==> src/rtl/core/cma_pkg.sv <==
// Shared types and constants for the centered moving average block.
package cma_pkg;

  // Width of the half_width configuration register.
  localparam int HW_W = 3;

  // The widest window is twice the largest half width plus one, so a divisor fits in four bits.
  localparam int DIV_W = 4;

  typedef enum logic [1:0] {
    S_IDLE,
    S_WAIT,
    S_DIV
  } state_t;

endpackage

==> src/rtl/core/cma_cell.sv <==
// One cell of the sample line: holds one sample and a running prefix sum.
module cma_cell #(
  parameter int SAMPLE_BITS = 16,
  parameter int SUM_W       = 20
) (
  input  logic                          clk,
  input  logic                          shift,
  input  logic signed [SAMPLE_BITS-1:0] sample_in,
  input  logic signed [SUM_W-1:0]       psum_in,
  output logic signed [SAMPLE_BITS-1:0] sample_out,
  output logic signed [SUM_W-1:0]       psum_out
);

  // The sample moves one cell down the line on every accepted beat. The prefix sum
  // ripples one cell per clock, so it is settled once the line has stopped moving
  // and the ripple has reached this cell.
  always_ff @(posedge clk) begin
    if (shift) begin
      sample_out <= sample_in;
    end
    psum_out <= psum_in + SUM_W'(sample_out);
  end

endmodule

==> src/rtl/core/cma_div.sv <==
// Signed by small unsigned divider, one quotient bit per cycle, truncating toward zero.
module cma_div #(
  parameter int SUM_W = 20
) (
  input  logic                       clk,
  input  logic                       rst,
  input  logic                       start,
  input  logic signed [SUM_W-1:0]    dividend,
  input  logic [cma_pkg::DIV_W-1:0]  divisor,
  output logic                       busy,
  output logic signed [SUM_W-1:0]    quotient
);
  import cma_pkg::*;

  localparam int MAG_W = SUM_W - 1;
  localparam int CW    = $clog2(MAG_W + 1);

  logic [SUM_W-1:0] abs_full;
  logic [MAG_W-1:0] dq;
  logic [DIV_W-1:0] rem;
  logic [DIV_W-1:0] dvs;
  logic             neg;
  logic [CW-1:0]    cnt;
  logic [DIV_W:0]   trial;
  logic             ge;

  assign abs_full = dividend[SUM_W-1] ? SUM_W'(-dividend) : SUM_W'(dividend);
  assign trial    = {rem, dq[MAG_W-1]};
  assign ge       = trial >= {1'b0, dvs};
  assign quotient = neg ? -$signed({1'b0, dq}) : $signed({1'b0, dq});

  always_ff @(posedge clk) begin
    if (rst) begin
      busy <= 1'b0;
    end else if (start) begin
      busy <= 1'b1;
    end else if (busy && cnt == CW'(1)) begin
      busy <= 1'b0;
    end
  end

  always_ff @(posedge clk) begin
    if (start) begin
      dq  <= abs_full[MAG_W-1:0];
      rem <= '0;
      dvs <= divisor;
      neg <= dividend[SUM_W-1];
      cnt <= CW'(MAG_W);
    end else if (busy) begin
      rem <= ge ? DIV_W'(trial - {1'b0, dvs}) : trial[DIV_W-1:0];
      dq  <= {dq[MAG_W-2:0], ge};
      cnt <= cnt - CW'(1);
    end
  end

endmodule

==> src/rtl/core/centered_moving_average.sv <==
// Top level of the centered moving average filter.
//
// Usage: samples enter on the sample channel (sample_valid, sample_stall) with
// last_sample set on the final sample of a signal. Each result on the average
// channel (average_valid, average_stall) is the mean of the samples from
// half_width before to half_width after its position, truncated toward zero,
// with the window cut at either end of the signal. A sample that completes a
// window yields one result; a final sample yields up to half_width + 1 results,
// the last of them with last_result set, and the next beat starts a new signal.
// half_width must be written on the configuration channel (cfg_valid, cfg_ready)
// only while idle; the block does not enforce this, as cfg_ready is always high.
// A sample that yields no result is taken at once and leaves the block idle.
// For each result the sequencer waits until the prefix sum at tap far has
// settled, where far + 1 is the window size (at most 2*half_width + 1): the
// prefix sums ripple down the sample line one cell per cycle. The divider then
// retires one quotient bit per cycle. One sample is processed at a time;
// sample_stall stays high until its last result is loaded.
// The output register lets a new sample in while a result waits to be taken.
// Reset is synchronous: half_width returns to 1 and the signal restarts empty.
// A stalled result holds its value until the receiver takes it.
module centered_moving_average #(
  parameter int MAX_HALF    = 7,
  parameter int SAMPLE_BITS = 16
) (
  input  logic                          clk,
  input  logic                          rst,
  input  logic                          cfg_valid,
  output logic                          cfg_ready,
  input  logic [cma_pkg::HW_W-1:0]      half_width,
  input  logic                          sample_valid,
  output logic                          sample_stall,
  input  logic signed [SAMPLE_BITS-1:0] sample,
  input  logic                          last_sample,
  output logic                          average_valid,
  input  logic                          average_stall,
  output logic signed [SAMPLE_BITS-1:0] average,
  output logic                          last_result
);
  import cma_pkg::*;

  localparam int HIST  = 2 * MAX_HALF + 1;
  localparam int IDX_W = $clog2(HIST);
  localparam int CNT_W = $clog2(HIST + 1);
  localparam int SUM_W = SAMPLE_BITS + DIV_W;
  localparam int HMAX  = (1 << HW_W) - 1;
  localparam int HCAP  = (MAX_HALF < HMAX) ? MAX_HALF : HMAX;

  state_t state, state_next;

  logic [HW_W-1:0]  hw_reg;
  logic [CNT_W-1:0] h_eff;
  logic [CNT_W-1:0] seen;
  logic [CNT_W-1:0] n_new;
  logic [CNT_W-1:0] n_reg;
  logic [CNT_W-1:0] d_start;
  logic [CNT_W-1:0] d_reg;
  logic [CNT_W-1:0] settle;
  logic [CNT_W-1:0] dh;
  logic [CNT_W-1:0] n_m1;
  logic [CNT_W-1:0] far_full;
  logic             last_reg;
  logic             acc;
  logic             go;
  logic             job_done;
  logic             last_now;
  logic             out_free;
  logic             out_load;
  logic             div_start;
  logic             div_busy;

  logic signed [SAMPLE_BITS-1:0] sample_link [HIST+1];
  logic signed [SUM_W-1:0]       psum_link   [HIST+1];
  logic signed [SUM_W-1:0]       psum_tap    [HIST];
  logic signed [SUM_W-1:0]       div_quot;

  // Configuration register; writes are always taken.
  assign cfg_ready = 1'b1;

  always_ff @(posedge clk) begin
    if (rst) begin
      hw_reg <= HW_W'(1);
    end else if (cfg_valid && cfg_ready) begin
      hw_reg <= half_width;
    end
  end

  // A half width beyond what the sample line holds acts as the largest one.
  assign h_eff = (hw_reg > HW_W'(HCAP)) ? CNT_W'(HCAP) : CNT_W'(hw_reg);

  assign acc   = sample_valid && !sample_stall;
  assign n_new = (seen < CNT_W'(HIST)) ? seen + CNT_W'(1) : seen;

  // A middle sample emits the position half_width back from the newest sample.
  // A final sample emits every pending position, from that one down to the newest.
  // Both are served by the same job: far = min(d + h, n - 1), divisor far + 1.
  assign d_start = (!last_sample) ? h_eff :
                   ((n_new - CNT_W'(1) < h_eff) ? n_new - CNT_W'(1) : h_eff);
  assign go      = last_sample || (n_new > h_eff);

  assign dh       = d_reg + h_eff;
  assign n_m1     = n_reg - CNT_W'(1);
  assign far_full = (dh < n_m1) ? dh : n_m1;
  assign job_done = !last_reg || (d_reg == '0);
  assign last_now = last_reg && (d_reg == '0);
  assign out_free = !average_valid || !average_stall;

  // Sample line: cell k holds the sample k beats old and the sum of cells 0..k.
  assign sample_link[0] = sample;
  assign psum_link[0]   = '0;

  for (genvar k = 0; k < HIST; k++) begin : g_cell
    cma_cell #(
      .SAMPLE_BITS(SAMPLE_BITS),
      .SUM_W      (SUM_W)
    ) u_cell (
      .clk       (clk),
      .shift     (acc),
      .sample_in (sample_link[k]),
      .psum_in   (psum_link[k]),
      .sample_out(sample_link[k+1]),
      .psum_out  (psum_link[k+1])
    );
    assign psum_tap[k] = psum_link[k+1];
  end

  cma_div #(
    .SUM_W(SUM_W)
  ) u_div (
    .clk     (clk),
    .rst     (rst),
    .start   (div_start),
    .dividend(psum_tap[far_full[IDX_W-1:0]]),
    .divisor (DIV_W'(far_full) + DIV_W'(1)),
    .busy    (div_busy),
    .quotient(div_quot)
  );

  // Sequencer: wait for the prefix sum to settle, divide, then hand the result over.
  always_comb begin
    state_next   = state;
    div_start    = 1'b0;
    out_load     = 1'b0;
    sample_stall = 1'b1;
    unique case (state)
      S_IDLE: begin
        sample_stall = 1'b0;
        if (sample_valid && go) begin
          state_next = S_WAIT;
        end
      end
      S_WAIT: begin
        if (settle > far_full) begin
          div_start  = 1'b1;
          state_next = S_DIV;
        end
      end
      S_DIV: begin
        if (!div_busy && out_free) begin
          out_load   = 1'b1;
          state_next = job_done ? S_IDLE : S_WAIT;
        end
      end
      default: begin
        state_next = S_IDLE;
      end
    endcase
  end

  always_ff @(posedge clk) begin
    if (rst) begin
      state <= S_IDLE;
    end else begin
      state <= state_next;
    end
  end

  // Sample count of the current signal, and cycles since the line last moved.
  always_ff @(posedge clk) begin
    if (rst) begin
      seen   <= '0;
      settle <= '0;
    end else begin
      if (acc) begin
        seen   <= last_sample ? '0 : n_new;
        settle <= '0;
      end else if (settle < CNT_W'(HIST)) begin
        settle <= settle + CNT_W'(1);
      end
    end
  end

  always_ff @(posedge clk) begin
    if (acc) begin
      n_reg    <= n_new;
      last_reg <= last_sample;
      d_reg    <= d_start;
    end else if (out_load && !job_done) begin
      d_reg <= d_reg - CNT_W'(1);
    end
  end

  // Output register.
  always_ff @(posedge clk) begin
    if (rst) begin
      average_valid <= 1'b0;
    end else if (out_load) begin
      average_valid <= 1'b1;
    end else if (!average_stall) begin
      average_valid <= 1'b0;
    end
  end

  always_ff @(posedge clk) begin
    if (out_load) begin
      average     <= div_quot[SAMPLE_BITS-1:0];
      last_result <= last_now;
    end
  end

  // A result is never loaded over a beat the receiver has not taken yet.
  a_no_overwrite : assert property (@(posedge clk) disable iff (rst)
    out_load |-> !(average_valid && average_stall))
    else $error("result loaded over a stalled beat");

  // New samples are only taken while the divider is idle.
  a_div_idle_on_accept : assert property (@(posedge clk) disable iff (rst)
    acc |-> !div_busy)
    else $error("sample accepted while divider busy");

  // A final sample restarts the signal count.
  a_flush_restart : assert property (@(posedge clk) disable iff (rst)
    (acc && last_sample) |=> (seen == '0))
    else $error("sample count not cleared after final sample");

  // The final result of a flush returns the sequencer to idle.
  a_last_to_idle : assert property (@(posedge clk) disable iff (rst)
    (out_load && last_now) |=> (state == S_IDLE))
    else $error("sequencer not idle after final result");

endmodule

==> config.mk <==
export PLATFORM = sky130hd
export DESIGN_NAME = centered_moving_average
export DESIGN_NICKNAME = d
export VERILOG_FILES = /design/src/rtl/core/cma_pkg.sv /design/src/rtl/core/cma_cell.sv /design/src/rtl/core/cma_div.sv /design/src/rtl/core/centered_moving_average.sv
export SDC_FILE = /design/constraint.sdc
export NUM_CORES = 1
export LEC_CHECK = 0
export BUFFER_PORTS_ARGS = -buffer_cell sky130_fd_sc_hd__buf_2
export CORE_AREA = 5 5 296 370
export CTS_CLUSTER_SIZE = 16
export DETAILED_ROUTE_END_ITERATION = 7
export DIE_AREA = 0 0 301 375
export PLACE_DENSITY = 0.48
export SLEW_MARGIN = 20
export SYNTH_ARGS = -nofsm -noshare
export SYNTH_HDL_FRONTEND = slang
export SYNTH_SLANG_ARGS = --single-unit
==> constraint.sdc <==
create_clock -name clk -period 9.8 [get_ports clk]
set_clock_uncertainty 0.1 [all_clocks]
set_input_delay 1.47 -clock clk [delete_from_list [all_inputs] [get_ports clk]]
set_output_delay 1.47 -clock clk [all_outputs]
set_load 0.01 [all_outputs]
==> results.py, run 1 <==
metrics = {
    "grt": {
        "antenna_found_initial": 1,
        "grt-ovfl-total": 0,
        "grt_pass1_vias": 21953,
        "grtUsageTotal": 0.147,
        "grt_pass1_wl_um": 128000,
        "grt_max_degree": 68,
    },
    "route": {
        "vias": 21899,
        "drc": 0,
        "drtIter0Drc": 1210,
        "final_antenna_net_count": 0,
        "drt_wl_total_um": 85200,
        "vias_per_cell": 4.90,
        "post_drt_wl_per_cell_um": 19.1,
        "dr.pass1.iters": 5,
    },
    "setup_path": {
        "critPathMaxStageDelay_ns": 0.83,
        "worstSetupPathType": "reg -> reg",
        "arrival_ns": 7.21,
        "cpMaxStageDelayCell": "buf_4",
        "worstPathRequired_ns": 10.14,
        "r2r_slack_ns": 2.93,
        "path_buf_inv": 4,
        "crit_chain": "ha_1, fa_1, xor2_1, ha_1, o21a_1, o311ai_4, buf_4, nand2_8, inv_6, buf_4, mux4_2, nand2_1, a32o_1, inv_2, o31ai_4, nand3_1, o21a_1, o31ai_1",
        "path_delay_family": "buffers and inverters",
        "r2r-start": "d_reg[0]$_DFFE_PP_",
        "startpoint_type": "flip-flop",
        "cp-end-kind": "flip-flop",
        "r2r_cells": 18,
        "path_max_fanout": 62,
        "r2r_end": "u_div.dq[18]$_DFFE_PP_",
    },
    "min_path": {
        "hold_path_depth": 0,
        "hold_end": "g_cell[0].u_cell.psum_out[7]$_DFF_P_",
        "min_from": "g_cell[0].u_cell.sample_out[7]$_DFFE_PP_",
        "hp-class": "reg -> reg",
    },
    "cts": {
        "post_cts_buffers": 0,
        "cts_tree": "done",
        "cts.clk_slew.worst_paths_ns": 0.06,
        "clockRootBuffer": "clkbuf_16",
        "cts-resized-gates": 0,
        "ctsHoldBuffers": 0,
        "h-tree-depth": 3,
        "clock_sinks": 607,
        "clk_path_buf_depth": 3,
        "clk_latency_ns": 0.62,
        "cts_buffers": 70,
    },
    "outcome": {
        "status": "finished clean",
    },
    "logic_synthesis": {
        "synth_mux_area_frac": 0.0340,
        "synth_adder_area_share": 0.126,
        "synth.top_cell.area_share": 0.277,
        "synthXorXnorAreaFrac": 0.0741,
        "yosys.area_share.simple": 0.121,
        "yosysWarnings": 0,
        "ys_async_sr_fraction": 0,
        "synthDistinctLibCells": 91,
        "synth_compound_area_frac": 0.139,
        "syn_avg_cell_area_um2": 10.8,
        "synth_top_family_by_area": "compound AO/OA/AOI/OAI gates",
        "netlist_top_cells_area": "edfxtp_1 28%, dfxtp_1 20%, ha_1 12%",
        "postSynthCellCount": 2909,
        "ys_ff_latch": 607,
        "seq_area_frac_synth": 0.479,
        "synth_nets": 3242,
        "synth-main-ff-cell": "dfxtp_1",
        "synth_edf_count": 290,
        "syn_area_mm2": 0.0314,
        "synth_top_area_cell": "edfxtp_1",
    },
    "layout": {
        "drive_gt1_frac": 0.0658,
        "synthToLayoutAreaGrowth_pct": 13.4,
        "final_util": 0.336,
        "num_antenna_cells": 0,
        "nets": 3314,
        "final_cell_mix": "317 x dfxtp_1, 292 x ha_1, 290 x edfxtp_1, 253 x nand2_1, 188 x xnor2_1",
        "final_common_cell": "dfxtp_1",
        "largest_reg_flops": 293,
        "n_fill_cell": 10700,
        "reg_top3": "g_cell.u_cell.psum_out x293, g_cell.u_cell.sample_out x240, u_div.dq x19",
        "largest-register": "g_cell.u_cell.psum_out",
    },
    "sta": {
        "tightest_slew_ns": 1.04,
        "period_minus_slack_ns": 6.87,
        "max_freq_mhz": 146,
        "fin_ws_ns": 2.93,
        "hold_ws_ns": 0.263,
        "rsz0062_at_grt": "false",
        "slew_viol_final": 0,
        "setup_viol": 0,
        "finalHoldViolCount": 0,
        "finalCritPeriodShare": 0.701,
        "slew_headroom": 0.294,
        "tns_ns": 0,
    },
    "floorplan": {
        "io_pins": 45,
        "start_util": 0.297,
        "rows": 134,
        "dieArea_mm2": 0.113,
        "die_y_um": 375,
        "core-area_mm2": 0.106,
        "die_w_um": 301,
    },
    "place": {
        "hpwl_um": 63800,
        "port_buffers": 43,
        "gp_congestion": 0.866,
        "dpl_worst_slack_ns": 2.96,
    },
    "job": {
        "drv_cap": 0,
    },
}
==> logic make-up (layout without fill, tap and decap cells) <==
logic type / count (synthesis) / in the layout
fa+ha+maj: 308 / 308
buf+inv: 199 / 329
xor+xnor: 266 / 266
simple gates: 779 / 779
compound gates: 653 / 653
other cells: 1 / 1
flops: 607 / 607
mux: 96 / 96
==> worst register-to-register path: stages, from the launching register on <==
cell	delay, ns
edfxtp_1	0.42
ha_1	0.24
fa_1	0.40
xor2_1	0.42
ha_1	0.36
o21a_1	0.15
o311ai_4	0.22
buf_4	0.35
nand2_8	0.34
inv_6	0.67
buf_4	0.84
mux4_2	0.61
nand2_1	0.08
a32o_1	0.45
inv_2	0.22
o31ai_4	0.16
nand3_1	0.22
o21a_1	0.23
o31ai_1	0.22
==> how the worst max path moves through the flow <==
stage / from / to / slack [ns] / cells after the start
3_3_place_gp: d_reg[0]$_DFFE_PP_ / u_div.dq[18]$_DFFE_PP_ / 3.09 / 18
4_1_cts: d_reg[0]$_DFFE_PP_ / u_div.dq[18]$_DFFE_PP_ / 2.93 / 18
5_1_grt: d_reg[0]$_DFFE_PP_ / u_div.dq[18]$_DFFE_PP_ / 2.52 / 18
3_5_place_dp: d_reg[0]$_DFFE_PP_ / u_div.dq[18]$_DFFE_PP_ / 2.96 / 18
2_1_floorplan: sample_valid / g_cell[0].u_cell.sample_out[0]$_DFFE_PP_ / 1.50 / 2
6_report: d_reg[0]$_DFFE_PP_ / u_div.dq[18]$_DFFE_PP_ / 2.93 / 18
==> per-layer routing <==
metal,part of all wire,GRT usage,wire length [µm],up-vias
li1,-,-,-,10879
met1,0.43,0.183,36700,10494
met2,0.50,0.263,42500,412
met3,0.041,0.0197,3510,114
met4,0.029,0.0483,2450,0
met5,0,0,0,-
==> layout make-up <==
type | count | area (µm²) | share of cell area
Clock buffer | 104 | 2000 | 0.0562
Clock inverter | 26 | 343 | 0.00962
Inverter | 141 | 543 | 0.0152
Multi-Input combinational cell | 2103 | 15600 | 0.437
Sequential cell | 607 | 15100 | 0.422
Tap cell | 1428 | 1790 | 0.0501
Timing Repair Buffer | 58 | 328 | 0.00920
==> cells in the mapped netlist, types with 7 or more instances <==
cell	instances
nor4b_1	10
dfxtp_1	317
a211o_1	10
a21oi_1	180
nor2_1	149
nand2_1	253
or2_2	7
buf_2	13
and3_1	27
buf_6	7
a31oi_1	13
nor2b_1	66
o41a_1	9
o21a_1	8
or3_1	37
xor2_1	78
o31ai_1	19
a21boi_0	11
nand4_1	16
fa_1	16
a211oi_1	11
nand2b_1	13
o21ai_1	10
nor3_1	66
a22o_1	11
o21ai_0	143
ha_1	292
a41oi_1	22
a32oi_1	25
a21o_1	82
edfxtp_1	290
buf_1	7
nand3_1	89
a221oi_1	27
mux2i_1	85
and2_1	17
clkbuf_1	27
inv_1	135
mux4_2	8
xnor2_1	188
a41o_1	13
==> metrics by stage <==
stage,area (µm²),cells
after global routing,35600,4467
after global placement,33300,4337
after CTS,35600,4467
after detailed placement,33300,4337
after floorplan,31400,2909
final,35600,4467
Power of run 1 is not shown: default switching activity piles up to over one toggle a cycle in this logic, so the estimate is an artifact.
==> run 2: changes to the inputs <==
Settings changed: ABC_AREA set to 1, CORE_AREA 5 5 296 370 to 5 5 297 371, DIE_AREA 0 0 301 375 to 0 0 302 376.
Clock period 9.8 ns to 6.9 ns, I/O delays scaled along.
==> results.py, run 2 <==
metrics = {
    "setup_path": {
        "path_delay_family": "simple AND/OR/NAND/NOR gates",
        "critPathMaxStageDelay_ns": 0.46,
        "path_buf_inv": 3,
        "cp-end-kind": "flip-flop",
        "crit_chain": "ha_1, fa_1, xnor2_1, inv_1, ha_1, inv_1, nor2_1, nand2_4, nand3_1, nand2_2, nor2_2, buf_4, nand3_1, nand3_1, nor2_1, nor2_2, ha_1, nand3_1, nor2_1, nand4_1, nand2_1, nand3_1, nand3_1, nand2_1",
        "path_max_fanout": 27,
        "arrival_ns": 5.44,
        "worstSetupPathType": "reg -> reg",
        "startpoint_type": "flip-flop",
        "cpMostUsedCell": "nand3_1",
        "worstPathRequired_ns": 7.17,
        "cpMaxStageDelayCell": "nand2_2",
    },
    "route": {
        "drtIter0Drc": 1019,
        "post_drt_wl_per_cell_um": 15.9,
        "drc": 0,
        "final_antenna_net_count": 0,
        "drt_wl_total_um": 79200,
        "dr.pass1.iters": 5,
        "vias": 22570,
        "vias_per_cell": 4.53,
    },
    "logic_synthesis": {
        "synth_edf_count": 290,
        "syn_area_mm2": 0.0315,
        "yosysMostFrequentCell": "nand2_1",
        "synth.top_cell.area_share": 0.276,
        "synth_top_area_cell": "edfxtp_1",
        "synth_compound_area_frac": 0.0981,
        "ys_ff_latch": 607,
        "synth_mux_area_frac": 0,
        "seq_area_frac_synth": 0.477,
        "synth-main-ff-cell": "dfxtp_1",
        "synth_top_family_by_area": "simple AND/OR/NAND/NOR gates",
        "yosys.area_share.simple": 0.165,
        "netlist_top_cells_area": "edfxtp_1 28%, dfxtp_1 20%, ha_1 12%",
        "synth_nets": 3752,
        "synth_adder_area_share": 0.126,
        "ys_async_sr_fraction": 0,
        "synthDistinctLibCells": 49,
        "syn_avg_cell_area_um2": 9.23,
        "yosys-top-cells-count": "747 x nand2_1, 361 x inv_1, 317 x dfxtp_1, 292 x ha_1, 290 x edfxtp_1",
        "synthXorXnorAreaFrac": 0.0766,
        "yosysWarnings": 0,
        "postSynthCellCount": 3419,
    },
    "sta": {
        "finalHoldViolCount": 0,
        "finalCritPeriodShare": 0.749,
        "tns_ns": 0,
        "hold_ws_ns": 0.264,
        "rsz0062_at_grt": "false",
        "max_freq_mhz": 194,
        "slew_headroom": 0.357,
        "tightest_slew_ns": 0.964,
        "setup_viol": 0,
        "slew_viol_final": 0,
        "period_minus_slack_ns": 5.17,
    },
    "floorplan": {
        "die_y_um": 376,
        "die_w_um": 302,
        "core-area_mm2": 0.106,
        "dieArea_mm2": 0.114,
        "start_util": 0.297,
        "io_pins": 45,
        "rows": 134,
    },
    "layout": {
        "final_common_cell": "nand2_1",
        "final_util": 0.336,
        "drive_gt1_frac": 0.0583,
        "synthToLayoutAreaGrowth_pct": 13.3,
        "reg_top3": "g_cell.u_cell.psum_out x293, g_cell.u_cell.sample_out x240, u_div.dq x19",
        "largest-register": "g_cell.u_cell.psum_out",
        "largest_reg_flops": 293,
        "final_cell_mix": "746 x nand2_1, 360 x inv_1, 317 x dfxtp_1, 292 x ha_1, 290 x edfxtp_1",
        "n_fill_cell": 11004,
        "design_area_mm2": 0.0357,
        "num_antenna_cells": 0,
        "nets": 3825,
    },
    "cts": {
        "cts_buffers": 73,
        "cts.clk_slew.worst_paths_ns": 0.05,
        "clock_sinks": 607,
        "h-tree-depth": 3,
        "cts-resized-gates": 0,
        "clk_path_buf_depth": 3,
        "cts_tree": "done",
        "ctsHoldBuffers": 0,
        "clk_latency_ns": 0.63,
        "post_cts_buffers": 0,
        "clockRootBuffer": "clkbuf_16",
    },
    "place": {
        "place_area_mm2": 0.0333,
        "port_buffers": 43,
        "gp_congestion": 0.856,
        "hpwl_um": 59600,
    },
    "outcome": {
        "status": "finished clean",
    },
    "grt": {
        "grt_pass1_vias": 23563,
        "grtUsageTotal": 0.139,
        "antenna_found_initial": 0,
        "grt_pass1_wl_um": 125000,
        "grt_max_degree": 93,
        "grt-ovfl-total": 0,
    },
    "job": {
        "drv_cap": 0,
    },
    "min_path": {
        "hp-class": "reg -> reg",
    },
}
run 2: cell types whose count changed in the layout (fill, tap and decap cells not counted), moves of 25 or more:
| cell | delta |
|---|---|
| and3_1 | -27 |
| inv_1 | +225 |
| nand2_1 | +493 |
| a221oi_1 | -27 |
| or3_1 | -37 |
| xnor2_1 | -66 |
| a32oi_1 | -25 |
| mux2i_1 | -82 |
| a21oi_1 | +87 |
| xor2_1 | +76 |
| a21o_1 | -70 |
| nand3_1 | +149 |
| nor3_1 | -52 |
| nor2b_1 | -66 |
run 2: kinds of logic (layout without fill, tap and decap cells):
group           after synthesis  after routing
other cells                   1              1
xor+xnor                    276            276
buf+inv                     429            563
compound gates              557            557
flops                       607            607
fa+ha+maj                   308            308
simple gates               1241           1241
run 2: per-stage QoR:
step	worst slack [ns]	instances
2_1_floorplan	1.49	3419
3_3_place_gp	1.71	4845
3_5_place_dp	1.67	4845
4_1_cts	1.65	4981
5_1_grt	1.33	4981
6_report	1.73	4981
run 2: area by class of cell:
| type | instances | area, µm² | area share |
|---|---|---|---|
| Multi-Input combinational cell | 2383 | 14700 | 0.412 |
| Timing Repair Buffer | 65 | 405 | 0.0113 |
| Inverter | 362 | 1360 | 0.0381 |
| Sequential cell | 607 | 15100 | 0.421 |
| Clock buffer | 112 | 2110 | 0.0589 |
| Tap cell | 1428 | 1790 | 0.0500 |
| Clock inverter | 24 | 289 | 0.00809 |
run 2: path summary, 6_finish.rpt:
kind	slack, ns	depth (start not counted)	startpoint	to
setup / recovery	1.73	24	d_reg[0]$_DFFE_PP_	u_div.dq[18]$_DFFE_PP_
hold / removal	0.26	0	g_cell[0].u_cell.sample_out[13]$_DFFE_PP_	g_cell[0].u_cell.psum_out[13]$_DFF_P_
setup reg to reg	1.73	24	d_reg[0]$_DFFE_PP_	u_div.dq[18]$_DFFE_PP_
hold reg to reg	0.26	0	g_cell[0].u_cell.sample_out[13]$_DFFE_PP_	g_cell[0].u_cell.psum_out[13]$_DFF_P_
run 2: metal layers:
layer	vias to the layer above	GRT usage	wire, µm
li1	11714	-	-
met1	10382	0.165	33800
met2	337	0.258	40600
met3	137	0.0178	2510
met4	0	0.0462	2310
met5	-	0	0
Power of run 2 is left out for the same reason.
